===== config.mk =====
export PLATFORM = sky130hd
export DESIGN_NAME = wildcard_byte_pattern_scanner_core
export DESIGN_NICKNAME = d
export VERILOG_FILES = /design/src/rtl/wbps_pkg.sv /design/src/rtl/wbps_cell.sv /design/src/rtl/wbps_cfg.sv /design/src/rtl/wbps_tally.sv /design/src/rtl/wildcard_byte_pattern_scanner_core.sv
export VERILOG_INCLUDE_DIRS = /design/src /design/src/rtl
export SDC_FILE = /design/constraint.sdc
export NUM_CORES = 2
export LEC_CHECK = 0
export BUFFER_PORTS_ARGS = -buffer_cell sky130_fd_sc_hd__buf_2
export CAP_MARGIN = 10
export CORE_ASPECT_RATIO = 1.2
export CORE_MARGIN = 2
export CORE_UTILIZATION = 35
export DETAILED_ROUTE_END_ITERATION = 8
export PLACE_DENSITY = 0.56
export SETUP_SLACK_MARGIN = 0.2
export SLEW_MARGIN = 40
export SYNTH_ARGS = -nofsm -noshare
export SYNTH_HDL_FRONTEND = slang
export SYNTH_SLANG_ARGS = --single-unit

===== constraint.sdc =====
create_clock -name clk -period 8.4 [get_ports clk]
set_input_delay 1.68 -clock clk [delete_from_list [all_inputs] [get_ports clk]]
set_output_delay 1.68 -clock clk [all_outputs]
set_load 0.05 [all_outputs]

===== src/rtl/wildcard_byte_pattern_scanner_core_macros.svh =====
// Assertion macros used by the scanner core.
`ifndef WILDCARD_BYTE_PATTERN_SCANNER_CORE_MACROS_SVH
`define WILDCARD_BYTE_PATTERN_SCANNER_CORE_MACROS_SVH

`ifndef SYNTH
// Checks that the consequent holds in the same cycle as the antecedent.
`define WBPS_ASSERT_SAME(label, clk, rst_n, ante, cons) \
    label: assert property (@(posedge clk) disable iff (!rst_n) (ante) |-> (cons)) \
        else $error("scanner assertion failed");
// Checks that the consequent holds in the cycle after the antecedent.
`define WBPS_ASSERT_NEXT(label, clk, rst_n, ante, cons) \
    label: assert property (@(posedge clk) disable iff (!rst_n) (ante) |=> (cons)) \
        else $error("scanner assertion failed");
`else
`define WBPS_ASSERT_SAME(label, clk, rst_n, ante, cons)
`define WBPS_ASSERT_NEXT(label, clk, rst_n, ante, cons)
`endif

`endif


===== src/rtl/wbps_pkg.sv =====
package wbps_pkg;

    // Pattern bytes held by the configuration registers.
    localparam int PAT_BYTES = 32;
    localparam int PAT_IDX_W = $clog2(PAT_BYTES);
    localparam int LEN_W = 6;
    localparam int REG_IDX_W = 3;
    localparam int CFG_DATA_W = 64;
    localparam int PATTERN_MAX_DEFAULT = 32;

    typedef enum logic [REG_IDX_W-1:0] {
        REG_PATTERN_LENGTH  = 3'd0,
        REG_PATTERN_BYTES_0 = 3'd1,
        REG_PATTERN_BYTES_1 = 3'd2,
        REG_PATTERN_BYTES_2 = 3'd3,
        REG_PATTERN_BYTES_3 = 3'd4,
        REG_WILDCARD_MASK   = 3'd5
    } reg_index_t;

    typedef struct packed {
        logic [7:0]  data_byte;
        logic [31:0] byte_offset;
        logic        region_start;
        logic        end_of_scan;
    } scan_item_t;

    typedef struct packed {
        logic [31:0] match_count;
        logic [31:0] first_match_offset;
        logic        unique_match;
    } result_item_t;

    typedef struct packed {
        logic [LEN_W-1:0] length;
        logic             length_ok;
    } pattern_ctl_t;

    typedef struct packed {
        logic        fire;
        logic        last;
        logic        hit;
        logic [31:0] start_offset;
    } tally_step_t;

endpackage


===== src/rtl/wbps_cell.sv =====
module wbps_cell (
    input  logic       clk,
    input  logic       shift,
    input  logic [7:0] byte_in,
    input  logic [7:0] ref_byte,
    input  logic       care,
    output logic [7:0] byte_out,
    output logic       hit
);

    logic [7:0] byte_reg;

    always_ff @(posedge clk)
    begin
        if (shift)
        begin
            byte_reg <= byte_in;
        end
    end

    assign byte_out = byte_reg;
    assign hit      = !care || (byte_reg == ref_byte);

endmodule


===== src/rtl/wbps_cfg.sv =====
module wbps_cfg #(
    parameter int WIN = wbps_pkg::PAT_BYTES
) (
    input  logic                                clk,
    input  logic                                rst_n,
    input  logic                                cfg_write,
    input  logic [wbps_pkg::REG_IDX_W-1:0]      cfg_index,
    input  logic [wbps_pkg::CFG_DATA_W-1:0]     cfg_data,
    output wbps_pkg::pattern_ctl_t              ctl,
    output logic [WIN-1:0][7:0]                 ref_bytes,
    output logic [WIN-1:0]                      care
);

    localparam int LW = wbps_pkg::LEN_W;
    localparam int PB = wbps_pkg::PAT_BYTES;
    localparam int IW = wbps_pkg::PAT_IDX_W;

    logic [LW-1:0]        pattern_length_reg, pattern_length_next;
    logic [PB-1:0][7:0]   pattern_bytes_reg, pattern_bytes_next;
    logic [PB-1:0]        wildcard_mask_reg, wildcard_mask_next;
    logic [WIN-1:0][7:0]  ref_bytes_reg, ref_bytes_next;
    logic [WIN-1:0]       care_reg, care_next;
    logic                 length_ok_reg, length_ok_next;

    always_comb
    begin
        pattern_length_next = pattern_length_reg;
        pattern_bytes_next  = pattern_bytes_reg;
        wildcard_mask_next  = wildcard_mask_reg;
        if (cfg_write)
        begin
            case (cfg_index)
                wbps_pkg::REG_PATTERN_LENGTH:  pattern_length_next = cfg_data[LW-1:0];
                wbps_pkg::REG_PATTERN_BYTES_0: pattern_bytes_next[7:0] = cfg_data;
                wbps_pkg::REG_PATTERN_BYTES_1: pattern_bytes_next[15:8] = cfg_data;
                wbps_pkg::REG_PATTERN_BYTES_2: pattern_bytes_next[23:16] = cfg_data;
                wbps_pkg::REG_PATTERN_BYTES_3: pattern_bytes_next[31:24] = cfg_data;
                wbps_pkg::REG_WILDCARD_MASK:   wildcard_mask_next = cfg_data[PB-1:0];
                default: ;
            endcase
        end
    end

    // Window entry j holds the byte that pattern position length-1-j must match,
    // so the pattern is turned around once here rather than per byte.
    always_comb
    begin
        logic [LW-1:0] idx;
        length_ok_next = (pattern_length_next != '0) &&
                         (pattern_length_next <= LW'(WIN));
        for (int j = 0; j < WIN; j++)
        begin
            idx = LW'(pattern_length_next - LW'(j) - LW'(1));
            ref_bytes_next[j] = pattern_bytes_next[idx[IW-1:0]];
            care_next[j] = (LW'(j) < pattern_length_next) && !wildcard_mask_next[idx[IW-1:0]];
        end
    end

    always_ff @(posedge clk or negedge rst_n)
    begin
        if (!rst_n)
        begin
            pattern_length_reg <= '0;
            pattern_bytes_reg  <= '0;
            wildcard_mask_reg  <= '0;
            ref_bytes_reg      <= '0;
            care_reg           <= '0;
            length_ok_reg      <= 1'b0;
        end
        else
        begin
            pattern_length_reg <= pattern_length_next;
            pattern_bytes_reg  <= pattern_bytes_next;
            wildcard_mask_reg  <= wildcard_mask_next;
            ref_bytes_reg      <= ref_bytes_next;
            care_reg           <= care_next;
            length_ok_reg      <= length_ok_next;
        end
    end

    assign ctl.length    = pattern_length_reg;
    assign ctl.length_ok = length_ok_reg;
    assign ref_bytes     = ref_bytes_reg;
    assign care          = care_reg;

endmodule


===== src/rtl/wbps_tally.sv =====
module wbps_tally (
    input  logic                   clk,
    input  logic                   rst_n,
    input  wbps_pkg::tally_step_t  step,
    input  logic                   result_ready,
    output logic                   result_valid,
    output wbps_pkg::result_item_t result_item
);

    logic [31:0]            match_total_reg, match_total_next;
    logic [31:0]            first_offset_reg, first_offset_next;
    logic                   result_valid_reg, result_valid_next;
    wbps_pkg::result_item_t result_item_reg, result_item_next;
    logic [31:0]            total_upd;
    logic [31:0]            first_upd;

    always_comb
    begin
        total_upd = match_total_reg;
        first_upd = first_offset_reg;
        if (step.fire && step.hit)
        begin
            if (match_total_reg == '0)
            begin
                first_upd = step.start_offset;
            end
            if (match_total_reg != '1)
            begin
                total_upd = match_total_reg + 32'd1;
            end
        end

        match_total_next  = total_upd;
        first_offset_next = first_upd;
        result_item_next  = result_item_reg;
        result_valid_next = result_valid_reg && !result_ready;
        if (step.fire && step.last)
        begin
            result_item_next.match_count        = total_upd;
            result_item_next.first_match_offset = (total_upd != '0) ? first_upd : '0;
            result_item_next.unique_match       = (total_upd == 32'd1);
            result_valid_next = 1'b1;
            match_total_next  = '0;
            first_offset_next = '0;
        end
    end

    always_ff @(posedge clk or negedge rst_n)
    begin
        if (!rst_n)
        begin
            match_total_reg  <= '0;
            first_offset_reg <= '0;
            result_valid_reg <= 1'b0;
        end
        else
        begin
            match_total_reg  <= match_total_next;
            first_offset_reg <= first_offset_next;
            result_valid_reg <= result_valid_next;
        end
    end

    always_ff @(posedge clk)
    begin
        result_item_reg <= result_item_next;
    end

    assign result_valid = result_valid_reg;
    assign result_item  = result_item_reg;

endmodule


===== src/rtl/wildcard_byte_pattern_scanner_core.sv =====
// Scans one byte per clock for a wildcard byte pattern of up to 32 bytes. Bytes
// shift through a row of window cells, each comparing its byte against the pattern
// byte aligned to it, so a transaction is taken every cycle and the result of an
// end-of-scan byte is registered in stage one and then in the output register.
// Input stalls only when an end-of-scan byte reaches the counters while
// the previous result still waits to be taken. A configuration write takes effect
// for a byte accepted at the next clock edge; the window depth is the smaller of
// PATTERN_MAX and 32, and longer patterns never match.
`include "wildcard_byte_pattern_scanner_core_macros.svh"

module wildcard_byte_pattern_scanner_core #(
    parameter int PATTERN_MAX = wbps_pkg::PATTERN_MAX_DEFAULT
) (
    input  logic                            clk,
    input  logic                            rst_n,
    input  logic                            cfg_write,
    input  logic [wbps_pkg::REG_IDX_W-1:0]  cfg_index,
    input  logic [wbps_pkg::CFG_DATA_W-1:0] cfg_data,
    input  logic                            scan_valid,
    output logic                            scan_ready,
    input  wbps_pkg::scan_item_t            scan_item,
    output logic                            result_valid,
    input  logic                            result_ready,
    output wbps_pkg::result_item_t          result_item
);

    localparam int WIN = (PATTERN_MAX < wbps_pkg::PAT_BYTES) ? PATTERN_MAX
                                                             : wbps_pkg::PAT_BYTES;
    localparam int RUN_W = $clog2(WIN + 1);
    localparam int LW = wbps_pkg::LEN_W;

    wbps_pkg::pattern_ctl_t ctl;
    wbps_pkg::tally_step_t  step;
    logic [WIN-1:0][7:0]    ref_bytes;
    logic [WIN-1:0]         care;
    logic [WIN-1:0][7:0]    win_bytes;
    logic [WIN-1:0]         hits;

    logic              accept;
    logic              stall;
    logic              match;
    logic [RUN_W-1:0]  run_length_reg, run_length_next;
    logic [RUN_W-1:0]  run_base;
    logic [RUN_W-1:0]  run_inc;
    logic              s1_valid_reg, s1_valid_next;
    logic              s1_last_reg;
    logic              s1_runok_reg;
    logic [31:0]       s1_start_reg;

    wbps_cfg #(
        .WIN (WIN)
    ) u_cfg (
        .clk       (clk),
        .rst_n     (rst_n),
        .cfg_write (cfg_write),
        .cfg_index (cfg_index),
        .cfg_data  (cfg_data),
        .ctl       (ctl),
        .ref_bytes (ref_bytes),
        .care      (care)
    );

    genvar j;
    generate
        for (j = 0; j < WIN; j++)
        begin : g_cell
            wbps_cell u_cell (
                .clk      (clk),
                .shift    (accept),
                .byte_in  ((j == 0) ? scan_item.data_byte : win_bytes[(j == 0) ? 0 : j - 1]),
                .ref_byte (ref_bytes[j]),
                .care     (care[j]),
                .byte_out (win_bytes[j]),
                .hit      (hits[j])
            );
        end
    endgenerate

    // A pending end-of-scan byte cannot enter the counters while the output is full.
    assign stall      = s1_valid_reg && s1_last_reg && result_valid && !result_ready;
    assign scan_ready = !stall;
    assign accept     = scan_valid && scan_ready;

    // A region start, or the first byte after a scan ends, sees an empty window.
    always_comb
    begin
        run_base = scan_item.region_start ? '0 : run_length_reg;
        run_inc  = (run_base == RUN_W'(WIN)) ? run_base : RUN_W'(run_base + RUN_W'(1));
        run_length_next = run_length_reg;
        if (accept)
        begin
            run_length_next = scan_item.end_of_scan ? '0 : run_inc;
        end
        s1_valid_next = stall ? s1_valid_reg : accept;
    end

    always_ff @(posedge clk or negedge rst_n)
    begin
        if (!rst_n)
        begin
            run_length_reg <= '0;
            s1_valid_reg   <= 1'b0;
        end
        else
        begin
            run_length_reg <= run_length_next;
            s1_valid_reg   <= s1_valid_next;
        end
    end

    always_ff @(posedge clk)
    begin
        if (accept)
        begin
            s1_last_reg  <= scan_item.end_of_scan;
            s1_runok_reg <= LW'(run_inc) >= ctl.length;
            s1_start_reg <= scan_item.byte_offset - (32'(ctl.length) - 32'd1);
        end
    end

    assign match = s1_valid_reg && ctl.length_ok && s1_runok_reg && (&hits);

    assign step.fire         = s1_valid_reg && !stall;
    assign step.last         = s1_last_reg;
    assign step.hit          = match;
    assign step.start_offset = s1_start_reg;

    wbps_tally u_tally (
        .clk          (clk),
        .rst_n        (rst_n),
        .step         (step),
        .result_ready (result_ready),
        .result_valid (result_valid),
        .result_item  (result_item)
    );

    `WBPS_ASSERT_NEXT(a_last_gives_result, clk, rst_n, step.fire && step.last, result_valid)
    `WBPS_ASSERT_SAME(a_no_match_without_length, clk, rst_n, !ctl.length_ok, !match)
    `WBPS_ASSERT_SAME(a_unique_is_one, clk, rst_n, result_valid,
        result_item.unique_match == (result_item.match_count == 32'd1))
    `WBPS_ASSERT_SAME(a_offset_zero_without_match, clk, rst_n,
        result_valid && (result_item.match_count == 32'd0),
        result_item.first_match_offset == 32'd0)

endmodule

### After elaboration in Yosys (flattened, before gate mapping)

Cells that the tools add are included.

* register bits: 1010
* output and inout bits: 67
* word-level logic and storage cells: 577
* input bits: 114

* order comparisons: 66
* eq/ne operators: 40
* add/subtract/negate cells: 66
* reductions and logical operators: 147
* multiplexer cells: 147

Operators by type and width (number)
* 8-bit binary-select mux with 5-bit select: 32
* 8-bit equality test: 32
* 256-bit two-way mux: 1
* 32-bit two-way mux: 8
* 64-bit two-way mux: 4
* 8-bit two-way mux: 32
* 5-bit by 6-bit < comparator with 1-bit output (second input constant): 32
* 1-bit binary-select mux with 5-bit select: 32
* 5-bit by 1-bit subtractor with 5-bit output (second input constant): 32
* 5-bit by 6-bit < comparator with 1-bit output (first input constant): 16
* 5-bit subtractor (second input constant): 16
* 1-bit logical NOT: 66
* 4-bit by 6-bit < comparator with 1-bit output (first input constant): 8
* 1-bit logical AND: 44
* 5-bit by 4-bit subtractor with 5-bit output (second input constant): 8
* 1-bit two-way mux: 33
* 32-bit by 1-bit adder with 32-bit output (second input constant): 1
* 32-bit by 1-bit equality test with 1-bit output (second input constant): 1
* 32-bit logical NOT: 1
* 1-bit logical OR: 32
* 32-bit != test (second input constant): 1
* 32-bit AND reduction: 1
* 32-bit nonzero test: 1
* 32-bit subtractor: 1
* other kinds (16): 31

### Depth between registers and ports, before layout

* word-level depth: 9
* mapped depth: 19
* gate-level depth less buffers: 15

### By module

A second synthesis with hierarchy kept.

* cell total of the unflattened synthesis: 5429
* area total of the unflattened synthesis: 57606.5 um^2

Modules (own cells, without submodules)
* wbps_cfg: instances 1, cells an instance 3940, area an instance 37592.3 um^2, seq. area each 14589.0 um^2
* wbps_cell: instances 32, cells an instance 19, area an instance 327.8 um^2, seq. area each 240.2 um^2
* wbps_tally: instances 1, cells an instance 510, area an instance 6050.8 um^2, seq. area each 3578.4 um^2
* wildcard_byte_pattern_scanner_core: instances 1, cells an instance 371, area an instance 3473.3 um^2, seq. area each 1196.1 um^2

### Worst setup path before layout

OpenSTA, ideal clock, no wires.

* kind: input -> register
* start point: input port result_ready
* end point: register g_cell[0].u_cell.byte_reg[0], enable pin
* buffers on the path: 0
* data required time: 7.759 ns
* library setup time: 0.641 ns
* stages: 4
* setup slack: -0.324 ns
* data arrival time: 8.083 ns
* cells stage by stage: inv_2 -> nand4_1 -> nand2_1 -> inv_1

* cells in the longest elaborated chain, start to end: 4

Ends and longest elaborated chain
* from (decl): RTL line wildcard_byte_pattern_scanner_core.sv:23 `input logic result_ready,`
* 1-bit logical NOT: RTL line wildcard_byte_pattern_scanner_core.sv:80 `assign stall = s1_valid_reg && s1_last_reg && result_valid && !result_ready;`
* 1-bit logical AND: RTL line wildcard_byte_pattern_scanner_core.sv:80
* 1-bit logical NOT: RTL line wildcard_byte_pattern_scanner_core.sv:81 `assign scan_ready = !stall;`
* net scan_ready: RTL line wildcard_byte_pattern_scanner_core.sv:20 `output logic scan_ready,`
* 1-bit logical AND: RTL line wildcard_byte_pattern_scanner_core.sv:82 `assign accept = scan_valid && scan_ready;`
* net accept: RTL line wildcard_byte_pattern_scanner_core.sv:39 `logic accept;`
* to (signal assigned): RTL line wbps_cell.sv:17 `byte_reg <= byte_in;`
* to (decl): RTL line wbps_cell.sv:11 `logic [7:0] byte_reg;`

The timed path passes the listed nets, and every way through them passes these cells.
A chain may end at the register's enable or synchronous reset.

### Worst setup path after layout

* start point: input port cfg_index[1] in the netlist's numbering
* end point: register u_cfg.care_reg[28], in the netlist u_cfg.care[28]

* cells in the longest elaborated chain, start to end: 9
* elaborated cells between the ends (all ways): 13
* those cells by class: 2 x add/sub; 1 x order compare; 1 x eq/ne; 6 x mux; 3 x reduce/logical

Ends and longest elaborated chain
* from (decl): RTL line wildcard_byte_pattern_scanner_core.sv:17 `input logic [wbps_pkg::REG_IDX_W-1:0] cfg_index,`
* 3-bit logical NOT: RTL line wbps_cfg.sv:32 `case (cfg_index)`
* 6-bit two-way mux: RTL line wbps_cfg.sv:32
* 6-bit two-way mux: RTL line wbps_cfg.sv:30 `if (cfg_write)`
* 5-bit subtractor: RTL line wbps_cfg.sv:53 `idx = LW'(pattern_length_next - LW'(j) - LW'(1));`
* 5-bit by 1-bit subtractor with 5-bit output: RTL line wbps_cfg.sv:53
* 1-bit binary-select mux with 5-bit select: RTL line wbps_cfg.sv:55 `care_next[j] = (LW'(j) < pattern_length_next) && !wildcard_mask_next[idx[IW-1:0]];`
* 1-bit two-way mux (implied by the code): RTL line wbps_cfg.sv:55
* 1-bit logical NOT: RTL line wbps_cfg.sv:55
* 1-bit logical AND *: RTL line wbps_cfg.sv:55
* net u_cfg.care_next[28]: RTL line wbps_cfg.sv:22 `logic [WIN-1:0] care_reg, care_next;`
* to (signal assigned): RTL line wbps_cfg.sv:76 `care_reg <= care_next;`
* to (decl): RTL line wbps_cfg.sv:22

Mark *: on every way through the listed nets, which the timed path passes. The rest lies on a longest branch. The select of a mux whose other input is x is not followed.

==> impl_metrics.yaml <==
sta:
  grt_setup_unrepaired: "no"
  final.min_clock_period_ps: 5840
  final.period_utilization_pct: 69.52
  tightest_slew_ps: 948.6
  holdWs_ps: 427.1
  skew_ps: 50.17
  drv_slew: 0
  hold_viol: 0
  setup_viol: 0
  tns_ps: 0
  maxSlewHeadroom_pct: 36.31
  fmaxAchievable_mhz: 171.2
floorplan:
  die_w_um: 368.5
  row_count: 160
  core_area_mm2: 0.1584
  dieHeight_um: 441.4
  design.die.area_mm2: 0.1626
  io_pins: 181
  initial_core_util_pct: 35.24
outcome:
  status: "completed"
clock_tree:
  post_cts_buffers: 0
  root_buffer: "clkbuf_16"
  cts_tree: "done"
  cts_resized: 0
  cts_htree_levels: 3
  cts.path.max_buffers: 3
  clock-sinks: 1010
  clkTransAtPathRegs_ps: 70
  hold_buffers: 0
  cts_buffers: 106
  clock_latency_ps: 760
route:
  drtIter0Drc: 3567
  wirelength_um: 196400
  ant_nets: 0
  drt-pass1-iter-count: 6
  viasPerCell: 5.434
  avgRoutedWirePerCell_um: 27.18
  via_count: 39263
  drc: 0
cells_and_area:
  utilization_pct: 39.77
  fillCellCount: 15310
  area_delta_synth_final_pct: 12.86
  drive_above_1_share_pct: 13.80
  nets: 5192
  stdcell_count: 7226
global_routing:
  grt_use_total_pct: 23.85
  grt_pass1_wl_um: 276700
  antenna_found_initial: 18
  grt_max_degree: 146
  first_global_vias: 37126
  grt_overflow: 0
placed_design:
  io_buffers: 180
  gp_congestion: 0.9629
  hpwlAfterDp_um: 151600
  dp.cells: 7018
synth:
  synth.avg_cell_area_um2: 11.28
  synthArstFlopShare_pct: 64.85
  synth_cell_types: 84
  yosys_most_used_dff: "dfrtp_1"
  syn-num-nets: 5117
  synth_area_mm2: 0.05580
  ys_seq_area_share_pct: 48.48
  ys_seq_elements: 1010
  synth_warnings: 0
  syn_inst: 4947
  synth_edf_count: 355
worst_setup_path:
  cp_max_fo: 70
  arrival_ps: 6480
  cp_data_required_time_ps: 9040
  critical_path_class: "primary input to flip-flop"
  reg2reg_depth: 12
  critical_path.startpoint_type: "primary input"
  end_kind: "flip-flop"
power_and_ir_drop:
  report.power.total_mw: 23.40
  p_per_area_mw_per_mm2: 371.5
  worst_ir_drop_vdd_mv: 0.1951
  power.leakage_nw: 27.48
flow_run:
  drv_cap: 0
worst_hold_path:
  hold_depth: 0
  hold_path.class: "flip-flop to flip-flop"
[kinds of logic after synthesis]
family	count (synthesis)	share of synthesized area (%)
DFF	1010	48.48
AOI/OAI and AO/OA	676	7.348
buffers and inverters	556	3.969
adders and majority gates	56	1.269
and+or+nand+nor	1002	8.093
muxes	1283	25.03
xor gates and xnor gates	364	5.814
[worst paths after layout]
check	slack [ps]	from	to
worst max register to register	3290	u_cfg.ref_bytes[1]	u_tally.result_item[14]
max in group asynchronous	5940	rst_n	u_cfg.pattern_bytes_reg[101]
worst min register to register	430	g_cell[28].u_cell.byte_out[6]	g_cell[29].u_cell.byte_out[6]
worst min-delay path	430	g_cell[28].u_cell.byte_out[6]	g_cell[29].u_cell.byte_out[6]
worst max-delay path	2560	cfg_index[1]	u_cfg.care[28]
min in group asynchronous	830	rst_n	u_tally.first_offset_reg[13]
[cells in the final DEF, fill, tap and decap left out, types with 7 or more instances in the layout]
| cell type | n |
|---|---|
| buf_2 | 179 |
| buf_4 | 60 |
| xnor2_1 | 312 |
| a211oi_1 | 126 |
| o21ai_1 | 63 |
| a21oi_1 | 250 |
| inv_1 | 253 |
| xor2_1 | 26 |
| bufinv_16 | 10 |
| and2_1 | 11 |
| nand4_1 | 87 |
| nand2_1 | 325 |
| dfrtp_1 | 655 |
| clkbuf_1 | 25 |
| clkinv_1 | 9 |
| clkbuf_16 | 109 |
| clkinv_2 | 16 |
| mux2i_1 | 1076 |
| clkinv_4 | 7 |
| nor3_1 | 19 |
| buf_12 | 10 |
| nor2b_1 | 39 |
| nor4_1 | 11 |
| ha_1 | 52 |
| a21o_1 | 18 |
| o21ai_0 | 37 |
| edfxtp_1 | 355 |
| nand2b_1 | 14 |
| xnor2_2 | 17 |
| mux2_1 | 8 |
| nand3_1 | 26 |
| clkbuf_8 | 15 |
| mux4_2 | 77 |
| a31oi_1 | 119 |
| nor2_1 | 408 |
| and3_1 | 12 |
| mux2_2 | 119 |
[per-stage QoR]
step           instance area, um^2  setup slack (ps)
6_report                     62970              2560
5_1_grt                      62970              2349
4_1_cts                      62890              2685
3_5_place_dp                 59280              1880
3_3_place_gp                 59120              2081
2_1_floorplan                55800             790.4
[layout make-up]
type	count	area (um^2)	share of cell area (%)
diodes	4	10.01	0.01589
clock buffers	149	3028	4.808
clock inverters	53	590.6	0.9378
inverters	263	1011	1.605
multi-input cells	3381	26910	42.73
flip-flops and latches	1010	27050	42.96
well taps	2106	2635	4.184
repair buffers	260	1743	2.768
[cell usage after synthesis, types with 5 or more instances]
| master | count | share of area, % |
|---|---|---|
| mux2i_1 | 1079 | 19 |
| dfrtp_1 | 655 | 29 |
| nor2_1 | 408 | 2.7 |
| edfxtp_1 | 355 | 19 |
| xnor2_1 | 329 | 5.2 |
| nand2_1 | 325 | 2.2 |
| inv_1 | 255 | 1.7 |
| a21oi_1 | 252 | 2.3 |
| clkbuf_1 | 171 | 1.2 |
| a211oi_1 | 126 | 1.7 |
| a31oi_1 | 119 | 1.3 |
| mux2_2 | 119 | 2.4 |
| nand4_1 | 87 | 0.98 |
| mux4_2 | 77 | 3.1 |
| buf_2 | 70 | 0.63 |
| o21ai_1 | 64 | 0.57 |
| ha_1 | 55 | 1.2 |
| buf_1 | 45 | 0.30 |
| nor2b_1 | 39 | 0.44 |
| o21ai_0 | 37 | 0.33 |
| xor2_1 | 29 | 0.46 |
| nand3_1 | 27 | 0.24 |
| nor3_1 | 20 | 0.18 |
| a21o_1 | 18 | 0.24 |
| nand2b_1 | 14 | 0.16 |
| and3_1 | 13 | 0.15 |
| and2_1 | 11 | 0.12 |
| nor4_1 | 11 | 0.12 |
| mux2_1 | 8 | 0.16 |
| a22o_1 | 6 | 0.094 |
| inv_2 | 6 | 0.040 |
| or3_1 | 6 | 0.067 |
| o211ai_1 | 5 | 0.067 |
| o21bai_1 | 5 | 0.067 |
| or2_2 | 5 | 0.056 |
| xnor2_2 | 5 | 0.15 |
[worst max-delay path: stages]
cell,delay (ps)
buf_2,180
nor4b_4,380
buf_4,300
nor2_1,110
a21oi_4,170
buf_4,650
inv_4,500
ha_1,440
a21oi_1,230
xnor2_2,130
buf_4,550
mux2i_1,660
a22oi_1,200
o22ai_1,230
[routing by layer]
metal,track usage (%),share of wire [%]
met4,12.86,6.0
met1,31.39,42
met3,3.505,5.8
met5,0,0.020
met2,37.99,46
[power by group]
group          internal, mW  switching [mW]  total (mW)
Clock                  2.83            2.13        4.96
Sequential             6.37           0.777        7.15
Combinational          3.97            7.32        11.3
Note: power is estimated with default switching activity, not from simulation.
